## src/rtl/eff_pkg.sv

```systemverilog
package eff_pkg;

  localparam int MAX_SERVERS = 16;
  localparam int TIME_BITS   = 48;
  localparam int IDX_W       = (MAX_SERVERS > 1) ? $clog2(MAX_SERVERS) : 1;
  localparam int DUR_W       = 32;
  localparam int SRV_W       = 5;
  localparam int CNT_W       = 5;
  localparam int OUT_TIME_W  = 48;
  localparam int SUM_W       = ((TIME_BITS > DUR_W) ? TIME_BITS : DUR_W) + 1;

  localparam logic [CNT_W-1:0]     CNT_RESET = CNT_W'(16);
  localparam logic [TIME_BITS-1:0] TIME_MAX  = '1;

  // Running best and second-best candidate handed down the cell row
  typedef struct packed {
    logic                 vld;
    logic                 best_vld;
    logic [TIME_BITS-1:0] best_t;
    logic [IDX_W-1:0]     best_idx;
    logic                 sec_vld;
    logic [TIME_BITS-1:0] sec_t;
    logic [IDX_W-1:0]     sec_idx;
  } eff_carry_t;

  typedef struct packed {
    logic                 en;
    logic [IDX_W-1:0]     idx;
    logic [TIME_BITS-1:0] val;
  } eff_wr_t;

  typedef enum logic [2:0] {
    ST_IDLE,
    ST_LAUNCH,
    ST_SWEEP,
    ST_SUM,
    ST_DONE
  } eff_state_t;

endpackage

```

## src/rtl/eff_cell.sv

```systemverilog
module eff_cell
  import eff_pkg::*;
(
  input  logic             clk,
  input  logic             rst_n,
  input  logic [IDX_W-1:0] cell_idx,
  input  logic             active,
  input  logic             clr,
  input  eff_wr_t          wr,
  input  eff_carry_t       carry_in,
  output eff_carry_t       carry_out
);

  logic [TIME_BITS-1:0] time_r;
  eff_carry_t           carry_r;
  eff_carry_t           carry_nxt;
  logic                 beats_best;
  logic                 beats_sec;

  assign beats_best = !carry_in.best_vld || (time_r < carry_in.best_t);
  assign beats_sec  = !carry_in.sec_vld || (time_r < carry_in.sec_t);

  // Strict compares keep the lower-numbered server on a tie
  always_comb begin
    carry_nxt = carry_in;
    if (active) begin
      if (beats_best) begin
        carry_nxt.sec_vld  = carry_in.best_vld;
        carry_nxt.sec_t    = carry_in.best_t;
        carry_nxt.sec_idx  = carry_in.best_idx;
        carry_nxt.best_vld = 1'b1;
        carry_nxt.best_t   = time_r;
        carry_nxt.best_idx = cell_idx;
      end else if (beats_sec) begin
        carry_nxt.sec_vld = 1'b1;
        carry_nxt.sec_t   = time_r;
        carry_nxt.sec_idx = cell_idx;
      end
    end
  end

  always_ff @(posedge clk) begin
    if (!rst_n) begin
      time_r <= '0;
    end else if (clr) begin
      time_r <= '0;
    end else if (wr.en && (wr.idx == cell_idx)) begin
      time_r <= wr.val;
    end
  end

  always_ff @(posedge clk) begin
    if (!rst_n) begin
      carry_r <= '0;
    end else begin
      carry_r <= carry_nxt;
    end
  end

  assign carry_out = carry_r;

endmodule

```

## config.mk

```make
export PLATFORM = sky130hd
export DESIGN_NAME = eff_cell
export DESIGN_NICKNAME = d
export VERILOG_FILES = /design/src/rtl/eff_pkg.sv /design/src/rtl/eff_cell.sv
export SDC_FILE = /design/constraint.sdc
export NUM_CORES = 1
export LEC_CHECK = 0
export BUFFER_PORTS_ARGS = -buffer_cell sky130_fd_sc_hd__buf_2
export CORE_MARGIN = 2
export CORE_UTILIZATION = 46
export DETAILED_ROUTE_END_ITERATION = 7
export MAX_ROUTING_LAYER = met4
export PLACE_DENSITY = 0.77
export SYNTH_ARGS = -nofsm -noshare
export SYNTH_HDL_FRONTEND = slang
export SYNTH_SLANG_ARGS = --single-unit
```

## constraint.sdc

```tcl
create_clock -name clk -period 2.9 [get_ports clk]
set_clock_uncertainty 0.2 [all_clocks]
set_input_delay 0.145 -clock clk [delete_from_list [all_inputs] [get_ports clk]]
set_output_delay 0.145 -clock clk [all_outputs]
set_load 0.05 [all_outputs]
```

Word level (Yosys, flattened, before mapping). Index checks and enable logic that the tools add are counted. W data, S select, Z words.

Muxes and demuxes: 4. Divide/modulo/power cells: 0. Multipliers: 0. Eq/ne operators: 1. Shifts and indexed selects: 0. Reductions and logical operators: 6. Order comparisons: 2. Bitwise operators: 1. Add/sub/neg operators: 0.

Operator list (count): $mux W53 (3); $mux W106 (1); $lt A48 B48 Y1 (2); $eq A4 B4 Y1 (1); $logic_not A1 Y1 (2); $logic_or A1 B1 Y1 (2); $reduce_or A2 Y1 (1); $logic_and A1 B1 Y1 (1); $not A1 Y1 (1).

Memories: 0. Register bits after elaboration: 155. RAM bits: 0. Word-level logic and storage cells: 22. Bits in read-only memories: 0. Latch bits: 0.

Longest topological paths before layout. Gate-level depths: netlist of run 1.

Depth in word-level cells: 5. Mapped depth: 12. Mapped depth without buffers: 10.

Worst setup path after synthesis of run 1. OpenSTA, ideal clock, no wires.

Kind: reg2reg. Start: reg time_r[14]. End: reg carry_r (netlist bit carry_out[0]). Buffers on the path: 2. Stages on the path, launching flop included: 12. Setup time: 0.059 ns. Arrival: 2.586 ns. Slack: 0.055 ns. Path through: dfxtp_1 ha_1 nand4_1 or4_1 a221oi_2 a2111o_1 a211oi_1 and2_1 buf_6 a211oi_4 buf_6 a221o_1.

Cells in the longest elaborated chain, start to end: 5.

Ends and longest elaborated chain: from (decl) (RTL line eff_cell.sv:14) `logic [TIME_BITS-1:0] time_r;`; from (signal assigned) (RTL line eff_cell.sv:48) `time_r <= wr.val;`; $lt A48 B48 Y1 (RTL line eff_cell.sv:21) `assign beats_sec = !carry_in.sec_vld || (time_r < carry_in.sec_t);`; $logic_or A1 B1 Y1 (RTL line eff_cell.sv:21); $mux W53 (RTL line eff_cell.sv:34) `end else if (beats_sec) begin`; $mux W53 (*) (RTL line eff_cell.sv:27) `if (beats_best) begin`; $mux W106 (*) (RTL line eff_cell.sv:26) `if (active) begin`; to (signal assigned) (RTL line eff_cell.sv:56) `carry_r <= carry_nxt;`; to (decl) (RTL line eff_cell.sv:15) `eff_carry_t carry_r;`.

Mark *: on every way between the ends. The rest lies on a longest branch, timed or not. A chain may end at the register's enable or synchronous reset.

Final worst setup path of run 1.
Start: reg time_r[46]. End: reg carry_r (netlist bit carry_out[90]).

Cells in the longest elaborated chain, start to end: 4.

Ends and longest elaborated chain: $lt A48 B48 Y1 (RTL line eff_cell.sv:20) `assign beats_best = !carry_in.best_vld || (time_r < carry_in.best_t);`; $logic_or A1 B1 Y1 (RTL line eff_cell.sv:20); $mux W53 (RTL line eff_cell.sv:27); $mux W106 (RTL line eff_cell.sv:26).

Every way passes these cells.

==> results.json, run 1 <==
{
  "status": "finished, violations left",
  "violated_checks": "setup timing",
  "rsz0062_at_grt": "true",
  "layout_worst_path_cycle_share": 1.10,
  "crit_path_max_fanout": 9,
  "numClockSinks": 155,
  "min-delay-path-class": "in2reg",
  "fmax_ghz": 0.315,
  "synth-seq-cells": 155,
  "cts.htree.levels": 4,
  "grt_pass1_wl_um": 45600,
  "clk_pin_slew_worst_paths_ps": 60,
  "max-slew-margin-rel": 0.165,
  "cts_tree": "done",
  "top_signal_layer_used": "met4",
  "power.density_cell_area_nw_per_um2": 426,
  "dp.final_hpwl_um": 18400,
  "drt-wirelength-per-cell_um": 20.4,
  "path_common_cell": "sky130_fd_sc_hd__buf_12",
  "drcViolationCount": 0,
  "max_stage_delay_ps": 360,
  "met3_wire_length_um": 3030,
  "worstPathCellList": "ha_4, nand4_1, nor4_2, buf_4, nand4_1, nor4_4, a211oi_2, and2_4, buf_12, buf_12, buf_12, mux2i_2, nor2_1",
  "final.setup.worst_slack_ps": -279,
  "drt_iter0_markers": 746,
  "synth-seq-area-share": 0.387,
  "global_route.usage.total": 0.327,
  "synth_cells": 908,
  "cp_data_arrival_time_ps": 3290,
  "synthesis.nets": 1170,
  "final_design_area_no_fill_um2": 13200,
  "stdcell_count": 1651,
  "syn-mean-instance-area_um2": 8.84,
  "top_level_ports": 275,
  "route.antenna.remaining_nets": 0,
  "final_layout_size_suffix_gt1_frac": 0.346,
  "synth_cell_type_count": 45,
  "tightest_slew_ps": 1250,
  "place_congestion": 0.904,
  "placed_cell_count": 1436,
  "flow.area_growth_from_synthesis_pct": 65.0,
  "cp.buffers_inverters": 4,
  "total_negative_setup_slack_ps": -13880,
  "ys_async_sr_fraction": 0,
  "cts_max_path_buffers": 2,
  "initial_antenna_violation_count": 3,
  "vert_die_dim_um": 136,
  "static-leakage-power_nw": 6.44,
  "ir_drop_v": 0.000450,
  "critPathLaunch": "time_r[46]$_SDFFE_PP0P_",
  "route.final.wire_length_um": 33800,
  "final_core_utilization": 0.771,
  "critPathLaunchType": "flip-flop",
  "report.final.slew_viol_count": 0,
  "worstSetupEndpointType": "flip-flop",
  "finalWorstPathRequiredPeriod_ps": 3180,
  "design.die.area_um2": 18500,
  "crit_family": "simple AND/OR/NAND/NOR gates",
  "cts_root_buffer": "sky130_fd_sc_hd__clkbuf_16",
  "start_util": 0.467,
  "grt_pass1_vias": 9186,
  "grt_overflow_total": 0,
  "timing.rr.start": "time_r[46]$_SDFFE_PP0P_",
  "setup.worst_path.class": "reg2reg",
  "via_per_inst": 5.65,
  "min_from": "wr[52]",
  "cts_buffers": 17,
  "design.core.area_um2": 17200,
  "route.met2.wl_um": 16700,
  "die_x_um": 136,
  "finalNetCount": 1672,
  "route.layer.met1.wl_um": 11900,
  "pin_count_of_the_biggest_net_entering_global_routing": 49,
  "postSynth.topFlopCell": "sky130_fd_sc_hd__dfxtp_1",
  "numPortBuffers": 274,
  "synth.yosys.warnings": 0,
  "drv_cap": 0,
  "insertion_delay_ps": 440,
  "synth_edf_count": 0,
  "post_dp_cell_area_um2": 10100,
  "place_ws_ps": -406,
  "report.final.hold_viol_count": 0,
  "worst_path_max_delay_cell": "sky130_fd_sc_hd__dfxtp_2",
  "required_ps": 3010,
  "post_synth_instance_area_um2": 8030,
  "fp-row-count": 48,
  "setup_viol": 89,
  "detailroute.via_count": 9334,
  "firstDrtPassIters": 7
}
[layout make-up]
type	instances	area (um2)
Antenna cell	3	7.51
Clock buffer	21	460
Clock inverter	11	96.3
Fill cell	1028	3930
Inverter	102	383
Multi-Input combinational cell	608	4920
Sequential cell	155	3130
Tap cell	225	282
Timing Repair Buffer	526	3980
[tightest hold or removal path, stage by stage]
cell and delay, ps:
sky130_fd_sc_hd__buf_2 110, sky130_fd_sc_hd__and3_2 330, sky130_fd_sc_hd__nand2_1 130, sky130_fd_sc_hd__a21oi_1 50
[report_power, final]
group / leakage (nW) / internal, mW / total [mW] / switching, mW
sequential: 1.28 / 2.21 / 2.24 / 0.0306
combinational: 4.89 / 0.514 / 1.22 / 0.711
clock: 0.273 / 1.22 / 2.17 / 0.952
total: 6.44 / 3.95 / 5.64 / 1.69
[path summary, 6_finish.rpt]
kind	slack, ps	endpoint	cells after the start
worst max-delay path	-280	carry_out[90]$_SDFF_PN0_	13
worst min-delay path	160	time_r[46]$_SDFFE_PP0P_	4
worst max register to register	-280	carry_out[90]$_SDFF_PN0_	13
worst min register to register	290	time_r[47]$_SDFFE_PP0P_	2
[registers in the layout, summed over array words and instances, names as in the netlist]
signal / flops
carry_out: 107
time_r: 48
[synthesized netlist by cell type (2+ instances only)]
library cell,instances,share of area
sky130_fd_sc_hd__dfxtp_1,155,0.39
sky130_fd_sc_hd__nand2_1,122,0.057
sky130_fd_sc_hd__inv_1,101,0.047
sky130_fd_sc_hd__ha_1,94,0.15
sky130_fd_sc_hd__a21oi_1,81,0.050
sky130_fd_sc_hd__nor2_1,62,0.029
sky130_fd_sc_hd__and2_1,54,0.042
sky130_fd_sc_hd__mux2i_1,53,0.066
sky130_fd_sc_hd__a221o_1,52,0.065
sky130_fd_sc_hd__clkbuf_1,24,0.011
sky130_fd_sc_hd__nand4_1,12,0.0094
sky130_fd_sc_hd__o21ai_0,12,0.0075
sky130_fd_sc_hd__buf_6,11,0.015
sky130_fd_sc_hd__nand3_1,10,0.0062
sky130_fd_sc_hd__a211oi_1,6,0.0056
sky130_fd_sc_hd__buf_2,6,0.0037
sky130_fd_sc_hd__nor4_1,5,0.0039
sky130_fd_sc_hd__nor3_1,4,0.0025
sky130_fd_sc_hd__a2111oi_0,3,0.0033
sky130_fd_sc_hd__a21boi_0,3,0.0028
sky130_fd_sc_hd__a221oi_1,3,0.0033
sky130_fd_sc_hd__and3_1,3,0.0023
sky130_fd_sc_hd__nand2b_1,3,0.0023
sky130_fd_sc_hd__xor2_1,3,0.0033
sky130_fd_sc_hd__a31oi_1,2,0.0016
sky130_fd_sc_hd__buf_1,2,0.00094
sky130_fd_sc_hd__o21a_1,2,0.0019
sky130_fd_sc_hd__or3_1,2,0.0016
sky130_fd_sc_hd__or4_1,2,0.0019
[layout by cell type (no fill, tap or decap), types with 4 or more instances in the layout]
cell type	n
sky130_fd_sc_hd__dfxtp_2	15
sky130_fd_sc_hd__a21oi_2	9
sky130_fd_sc_hd__mux2i_4	4
sky130_fd_sc_hd__clkbuf_16	25
sky130_fd_sc_hd__clkinv_2	5
sky130_fd_sc_hd__o21ai_0	5
sky130_fd_sc_hd__mux2i_1	45
sky130_fd_sc_hd__a221oi_2	4
sky130_fd_sc_hd__nor2_1	59
sky130_fd_sc_hd__inv_1	101
sky130_fd_sc_hd__nand4_1	12
sky130_fd_sc_hd__a21oi_1	72
sky130_fd_sc_hd__buf_4	67
sky130_fd_sc_hd__nand3_1	8
sky130_fd_sc_hd__ha_1	65
sky130_fd_sc_hd__nand2_1	121
sky130_fd_sc_hd__and2_1	53
sky130_fd_sc_hd__o21ai_1	5
sky130_fd_sc_hd__ha_4	28
sky130_fd_sc_hd__dfxtp_1	139
sky130_fd_sc_hd__mux2i_2	4
sky130_fd_sc_hd__buf_2	273
sky130_fd_sc_hd__dlygate4sd3_1	162
sky130_fd_sc_hd__buf_6	4
sky130_fd_sc_hd__buf_12	12
sky130_fd_sc_hd__a221o_1	52
[through the flow]
stage	hold WS, ps	power [mW]
5_1_grt	218	5.78
4_1_cts	163	5.49
3_5_place_dp	164	3.19
2_1_floorplan	60.8	2.85
3_3_place_gp	161	3.18
6_report	164	5.64
[kinds of logic (layout without fill, tap and decap cells)]
group,count (synthesis),in the layout,synth area share
xor+xnor,4,4,0.00436
compound gates,174,174,0.155
mux,53,53,0.0661
simple gates,283,283,0.162
flops,155,155,0.387
other cells,0,3,0
fa+ha+maj,94,94,0.147
buf+inv,145,660,0.0790
[layer usage]
layer / track usage / vias up
li1: - / 4151
met1: 0.347 / 4373
met2: 0.566 / 626
met3: 0.0664 / 184
met4: 0.182 / 0
met5: - / -
[timing repair]
action | 4_1_cts | 5_1_grt
hold buffers | 162 | 0
buffers inserted | 0 | 9
pin swaps | 2 | 32
hold endpoints to repair | 155 | 0
cloned | 0 | 10
gates resized for setup | 30 | 93
endpoints found under the setup margin | 104 | 104
Note: power is estimated with default switching activity, not from simulation.
==> run 2: changes to the inputs <==
CELL_PAD_IN_SITES_DETAIL_PLACEMENT = 1   (was default)
CELL_PAD_IN_SITES_GLOBAL_PLACEMENT = 1   (was default)
CORE_UTILIZATION = 33   (was 46)
PLACE_DENSITY = default   (was 0.77)
PLACE_DENSITY_LB_ADDON = 0.1   (was default)
==> run 2 against run 1 <==
  * The flow still finishes with violations (setup timing)
  * Non-clock buffer count is 45 higher
  * Die area is 38% higher
  * Register-to-register slack barely moved
  * First-iteration DRC count is 51% lower
  * Sequential share of layout area is 0.77 points lower
  * Combinational power about the same
  * Cell count increased by 8.9%
  * Critical path type unchanged
  * Critical endpoint is now carry_out[49]$_SDFF_PN0_
  * Largest power group is now the clock network
==> results.json, run 2 (synthesized netlist as in run 1, its figures left out) <==
{
  "drt-wirelength-per-cell_um": 19.2,
  "design.die.area_um2": 25600,
  "detailroute.via_count": 8722,
  "max_stage_delay_ps": 450,
  "dp.final_hpwl_um": 21100,
  "route.final.wire_length_um": 34500,
  "final_layout_size_suffix_gt1_frac": 0.356,
  "fp-row-count": 57,
  "ir_drop_v": 0.000249,
  "numPortBuffers": 274,
  "p_int_mw": 4.22,
  "initial_antenna_violation_count": 6,
  "critPathLaunchType": "flip-flop",
  "power.density_cell_area_nw_per_um2": 437,
  "cp.buffers_inverters": 2,
  "max_reg_flops": 107,
  "global_route.usage.total": 0.263,
  "pwr-share-clk": 0.421,
  "cts.htree.levels": 4,
  "stdcell_count": 1798,
  "power.share.sequential": 0.373,
  "placed_cell_count": 1572,
  "firstDrtPassIters": 5,
  "top_level_ports": 275,
  "required_ps": 3010,
  "drt_iter0_markers": 363,
  "place_congestion": 0.822,
  "via_per_inst": 4.85,
  "numClockSinks": 155,
  "mostFrequentLayoutCell": "sky130_fd_sc_hd__buf_2",
  "swShare": 0.297,
  "combPwrFrac": 0.206,
  "worstSetupEndpointType": "flip-flop",
  "report.final.slew_viol_count": 0,
  "grt_pass1_vias": 9319,
  "min-delay-path-class": "in2reg",
  "crit_path_max_fanout": 5,
  "route.antenna.remaining_nets": 0,
  "violated_checks": "setup timing",
  "start_util": 0.333,
  "rsz0062_at_grt": "true",
  "final_core_utilization": 0.569,
  "die_x_um": 160,
  "worst_path_max_delay_cell": "sky130_fd_sc_hd__or3_4",
  "num-fill-cells": 2881,
  "status": "finished, violations left",
  "finalNetCount": 1717,
  "setup_viol": 74,
  "layout_worst_path_cycle_share": 1.10,
  "grt_pass1_wl_um": 51200,
  "cts_root_buffer": "sky130_fd_sc_hd__clkbuf_16",
  "drv_cap": 0,
  "cts_tree": "done",
  "worstPathCellList": "ha_1, nand4_1, nor3_4, a221oi_2, o21ai_2, or3_4, a41oi_4, a211oi_4, buf_6, clkbuf_16, a221o_1",
  "cp_data_arrival_time_ps": 3300,
  "static-leakage-power_nw": 6.73,
  "cts_max_path_buffers": 2,
  "cts_buffers": 17,
  "power_switching_mw": 1.78,
  "grt_overflow_total": 0,
  "place_ws_ps": -557,
  "flow.area_growth_from_synthesis_pct": 70.8,
  "design.core.area_um2": 24100,
  "setup.worst_path.class": "reg2reg",
  "max-slew-margin-rel": 0.489,
  "report.final.hold_viol_count": 0,
  "clk_pin_slew_worst_paths_ps": 70,
  "tightest_slew_ps": 766,
  "final_cell_mix": "sky130_fd_sc_hd__buf_2 (274), sky130_fd_sc_hd__dlygate4sd3_1 (162), sky130_fd_sc_hd__dfxtp_1 (135)",
  "post_dp_cell_area_um2": 10500,
  "crit_family": "compound AO/OA/AOI/OAI gates",
  "fmax_ghz": 0.314,
  "final.setup.worst_slack_ps": -281,
  "final_design_area_no_fill_um2": 13700,
  "finalWorstPathRequiredPeriod_ps": 3180,
  "drcViolationCount": 0,
  "vert_die_dim_um": 160,
  "insertion_delay_ps": 430,
  "pin_count_of_the_biggest_net_entering_global_routing": 49
}
-- run 2: cell types whose count changed in the layout (fill, tap and decap cells not counted), sizes merged --
cell | previous run | this run
diode | 3 | 6
bufbuf | 0 | 1
clkbuf | 29 | 24
bufinv | 1 | 4
inv | 102 | 112
clkinv | 8 | 0
clkinvlp | 2 | 1
buf | 356 | 401
-- run 2: worst min-delay path: stages --
cell	delay [ps]
sky130_fd_sc_hd__buf_2	160
sky130_fd_sc_hd__inv_2	200
sky130_fd_sc_hd__nor2_1	140
-- run 2: metrics by stage --
step | setup TNS, ps | power (mW) | hold WS [ps]
after global routing | -25310 | 6.22 | 101
after floorplan | 0 | 2.85 | 60.8
after detailed placement | -46180 | 3.23 | 160
after CTS | -14440 | 5.94 | 36.0
after global placement | -43150 | 3.23 | 158
final | -13170 | 6.00 | 54.8
-- run 2: layout make-up --
class	count	area (um2)	share of cell area
antenna	6	15.0	0.00109
sequential	155	3130	0.228
clock buffer	17	425	0.0310
tap	324	405	0.0296
clock inverter	15	223	0.0162
inverter	102	383	0.0279
multi-input combinational	608	4750	0.346
timing repair buffer	571	4380	0.319
-- run 2: metal layers --
metal	routed length, um	track usage	vias up
li1	-	-	4250
met3	1520	0.0405	47
met5	0	-	-
met4	714	0.0737	0
met2	17400	0.454	229
met1	14900	0.318	4196
-- run 2: timing repair --
action	in CTS	in global routing
hold buffers	162	0
resized for setup	42	64
setup buffers	3	12
setup endpoints to repair	104	104
hold endpoints to repair	155	0
pin swaps	8	23
gates cloned	1	11
-- run 2: power by group through the flow --
stage / combinational [mW] / clock [mW] / sequential (mW)
floorplan: 0.286 / 0 / 2.56
global placement: 0.940 / 0 / 2.29
detailed placement: 0.950 / 0 / 2.29
CTS: 1.15 / 2.56 / 2.24
global route: 1.32 / 2.66 / 2.24
finish: 1.23 / 2.53 / 2.24
-- run 2: path summary, 6_finish.rpt --
| check | start | end | slack [ps] | depth (start not counted) |
|---|---|---|---|---|
| max reg2reg | time_r[30]$_SDFFE_PP0P_ | carry_out[49]$_SDFF_PN0_ | -280 | 11 |
| max | time_r[30]$_SDFFE_PP0P_ | carry_out[49]$_SDFF_PN0_ | -280 | 11 |
| min reg2reg | time_r[23]$_SDFFE_PP0P_ | time_r[23]$_SDFFE_PP0P_ | 290 | 2 |
| min | rst_n | carry_out[86]$_SDFF_PN0_ | 50 | 3 |
==> run 3: changes to the inputs <==
CORE_UTILIZATION = 30   (was 33)
PLACE_DENSITY = 0.78   (was default)
PLACE_DENSITY_LB_ADDON = default   (was 0.1)
==> run 3 against run 2 <==
  * The flow still finishes with violations (setup timing)
  * Maximum frequency is 0.61% lower
  * Register-to-register slack got worse by 20 ps
  * Setup slack got worse by 19 ps
  * Sequential power barely moved
  * Non-clock buffer count is 18 lower
  * Worst hold slack gained 160 ps
  * Flip-flop and latch count stayed put
  * Critical path type unchanged
  * Largest power group unchanged
==> results.json, run 3 (synthesized netlist as in run 1, its figures left out) <==
{
  "report.final.hold_viol_count": 0,
  "design.core.area_um2": 26100,
  "drv_cap": 0,
  "final.setup.worst_slack_ps": -301,
  "worstSetupEndpointType": "flip-flop",
  "firstDrtPassIters": 5,
  "critPathLaunchType": "flip-flop",
  "fp-row-count": 59,
  "drcViolationCount": 0,
  "rsz0062_at_grt": "true",
  "design.die.area_um2": 28100,
  "final_design_area_no_fill_um2": 13400,
  "power_mw": 5.85,
  "top_level_ports": 275,
  "violated_checks": "setup timing",
  "grt_overflow_total": 0,
  "p_int_mw": 4.11,
  "final_cell_mix": "sky130_fd_sc_hd__buf_2 (274), sky130_fd_sc_hd__dlygate4sd3_1 (162), sky130_fd_sc_hd__dfxtp_1 (148)",
  "max-slew-margin-rel": 0.387,
  "cts_tree": "done",
  "pwr-share-clk": 0.402,
  "start_util": 0.307,
  "ir_drop_v": 0.000248,
  "die_x_um": 168,
  "cts_root_buffer": "sky130_fd_sc_hd__clkbuf_16",
  "initial_antenna_violation_count": 7,
  "layout_worst_path_cycle_share": 1.10,
  "route.final.wire_length_um": 38700,
  "mostFrequentLayoutCell": "sky130_fd_sc_hd__buf_2",
  "vert_die_dim_um": 168,
  "hold_ws_ps": 212,
  "setup.worst_path.class": "reg2reg",
  "insertion_delay_ps": 430,
  "report.final.slew_viol_count": 0,
  "power.density_cell_area_nw_per_um2": 437,
  "power_switching_mw": 1.75,
  "flow.area_growth_from_synthesis_pct": 66.9,
  "num-fill-cells": 3022,
  "swShare": 0.298,
  "power.share.sequential": 0.383,
  "post_dp_cell_area_um2": 10400,
  "route.antenna.remaining_nets": 0,
  "pin_count_of_the_biggest_net_entering_global_routing": 55,
  "via_per_inst": 5.12,
  "cts_max_path_buffers": 2,
  "dp.final_hpwl_um": 22500,
  "min-delay-path-class": "in2reg",
  "place_congestion": 0.798,
  "tightest_slew_ps": 920,
  "grt_pass1_vias": 10041,
  "grt_pass1_wl_um": 56000,
  "combPwrFrac": 0.215,
  "area_occupied_by_multi_input_gates_um2": 4660,
  "numClockSinks": 155,
  "static-leakage-power_nw": 6.59,
  "numPortBuffers": 274,
  "final_core_utilization": 0.513,
  "finalWorstPathRequiredPeriod_ps": 3200,
  "drt-wirelength-per-cell_um": 21.6,
  "max_reg_flops": 107,
  "place_ws_ps": -670,
  "required_ps": 2990,
  "register_area_um2": 3120,
  "final_layout_size_suffix_gt1_frac": 0.338,
  "fmax_ghz": 0.312,
  "status": "finished, violations left",
  "clk_pin_slew_worst_paths_ps": 70,
  "setup_viol": 104,
  "drt_iter0_markers": 588,
  "detailroute.via_count": 9164,
  "global_route.usage.total": 0.266,
  "cts.htree.levels": 4,
  "cts_buffers": 17,
  "crit_path_max_fanout": 13,
  "cp_data_arrival_time_ps": 3290,
  "finalNetCount": 1699
}
run 3: cell count changes in the layout (fill, tap and decap cells not counted), moves of 5 or more:
cell	before	now
sky130_fd_sc_hd__ha_1	74	87
sky130_fd_sc_hd__mux2i_4	0	5
sky130_fd_sc_hd__mux2i_2	4	14
sky130_fd_sc_hd__buf_6	10	1
sky130_fd_sc_hd__mux2i_1	49	34
sky130_fd_sc_hd__dfxtp_1	135	148
sky130_fd_sc_hd__buf_4	102	94
sky130_fd_sc_hd__inv_6	7	1
sky130_fd_sc_hd__ha_4	20	7
sky130_fd_sc_hd__dfxtp_2	19	5
run 3: power by group through the flow:
stage	combinational, mW	sequential (mW)	clock [mW]
floorplan	0.286	2.56	0
global placement	0.922	2.29	0
detailed placement	0.946	2.29	0
CTS	1.15	2.24	2.36
global route	1.32	2.25	2.46
finish	1.26	2.24	2.35
run 3: worst paths after layout:
path	cells after the start	slack, ps	endpoint	from
min	5	210	time_r[46]$_SDFFE_PP0P_	wr[52]
max reg2reg	12	-300	carry_out[39]$_SDFF_PN0_	time_r[21]$_SDFFE_PP0P_
max	12	-300	carry_out[39]$_SDFF_PN0_	time_r[21]$_SDFFE_PP0P_
min reg2reg	2	360	time_r[32]$_SDFFE_PP0P_	time_r[32]$_SDFFE_PP0P_
run 3: timing repair:
action                     CTS  global route
gates cloned                 4             5
resized for setup           38            52
setup endpoints to repair  104           104
hold buffers               162             0
hold endpoints to repair   155             0
buffers inserted             6             5
pin swaps                   17            25
run 3: layout make-up:
cell class / count / share of cell area
inverter: 102 / 0.0286
clock inverter: 11 / 0.0109
timing repair buffer: 553 / 0.314
multi-input combinational: 608 / 0.348
clock buffer: 19 / 0.0331
antenna: 7 / 0.00131
tap: 335 / 0.0313
sequential: 155 / 0.233
run 3: metal layers:
metal	part of all wire	GRT usage
met1	0.42	0.297
met2	0.51	0.486
met3	0.043	0.0383
met4	0.027	0.0854
met5	0	-
run 3: through the flow:
step	TNS, ps	cells
after floorplan	0	908
after global placement	-39960	1572
after detailed placement	-49780	1572
after CTS	-21320	1774
after global routing	-31230	1790
final	-20270	1790
run 3: worst max-delay path, stage by stage, from the launching register on:
cell and delay [ps]:
sky130_fd_sc_hd__dfxtp_1 330, sky130_fd_sc_hd__ha_1 300, sky130_fd_sc_hd__a21oi_1 140, sky130_fd_sc_hd__o21ai_1 130
sky130_fd_sc_hd__a221oi_2 310, sky130_fd_sc_hd__o21ai_1 150, sky130_fd_sc_hd__or3_4 410, sky130_fd_sc_hd__a41oi_2 160
sky130_fd_sc_hd__buf_4 160, sky130_fd_sc_hd__a211oi_4 60, sky130_fd_sc_hd__buf_12 170, sky130_fd_sc_hd__buf_12 150
sky130_fd_sc_hd__a221o_1 380
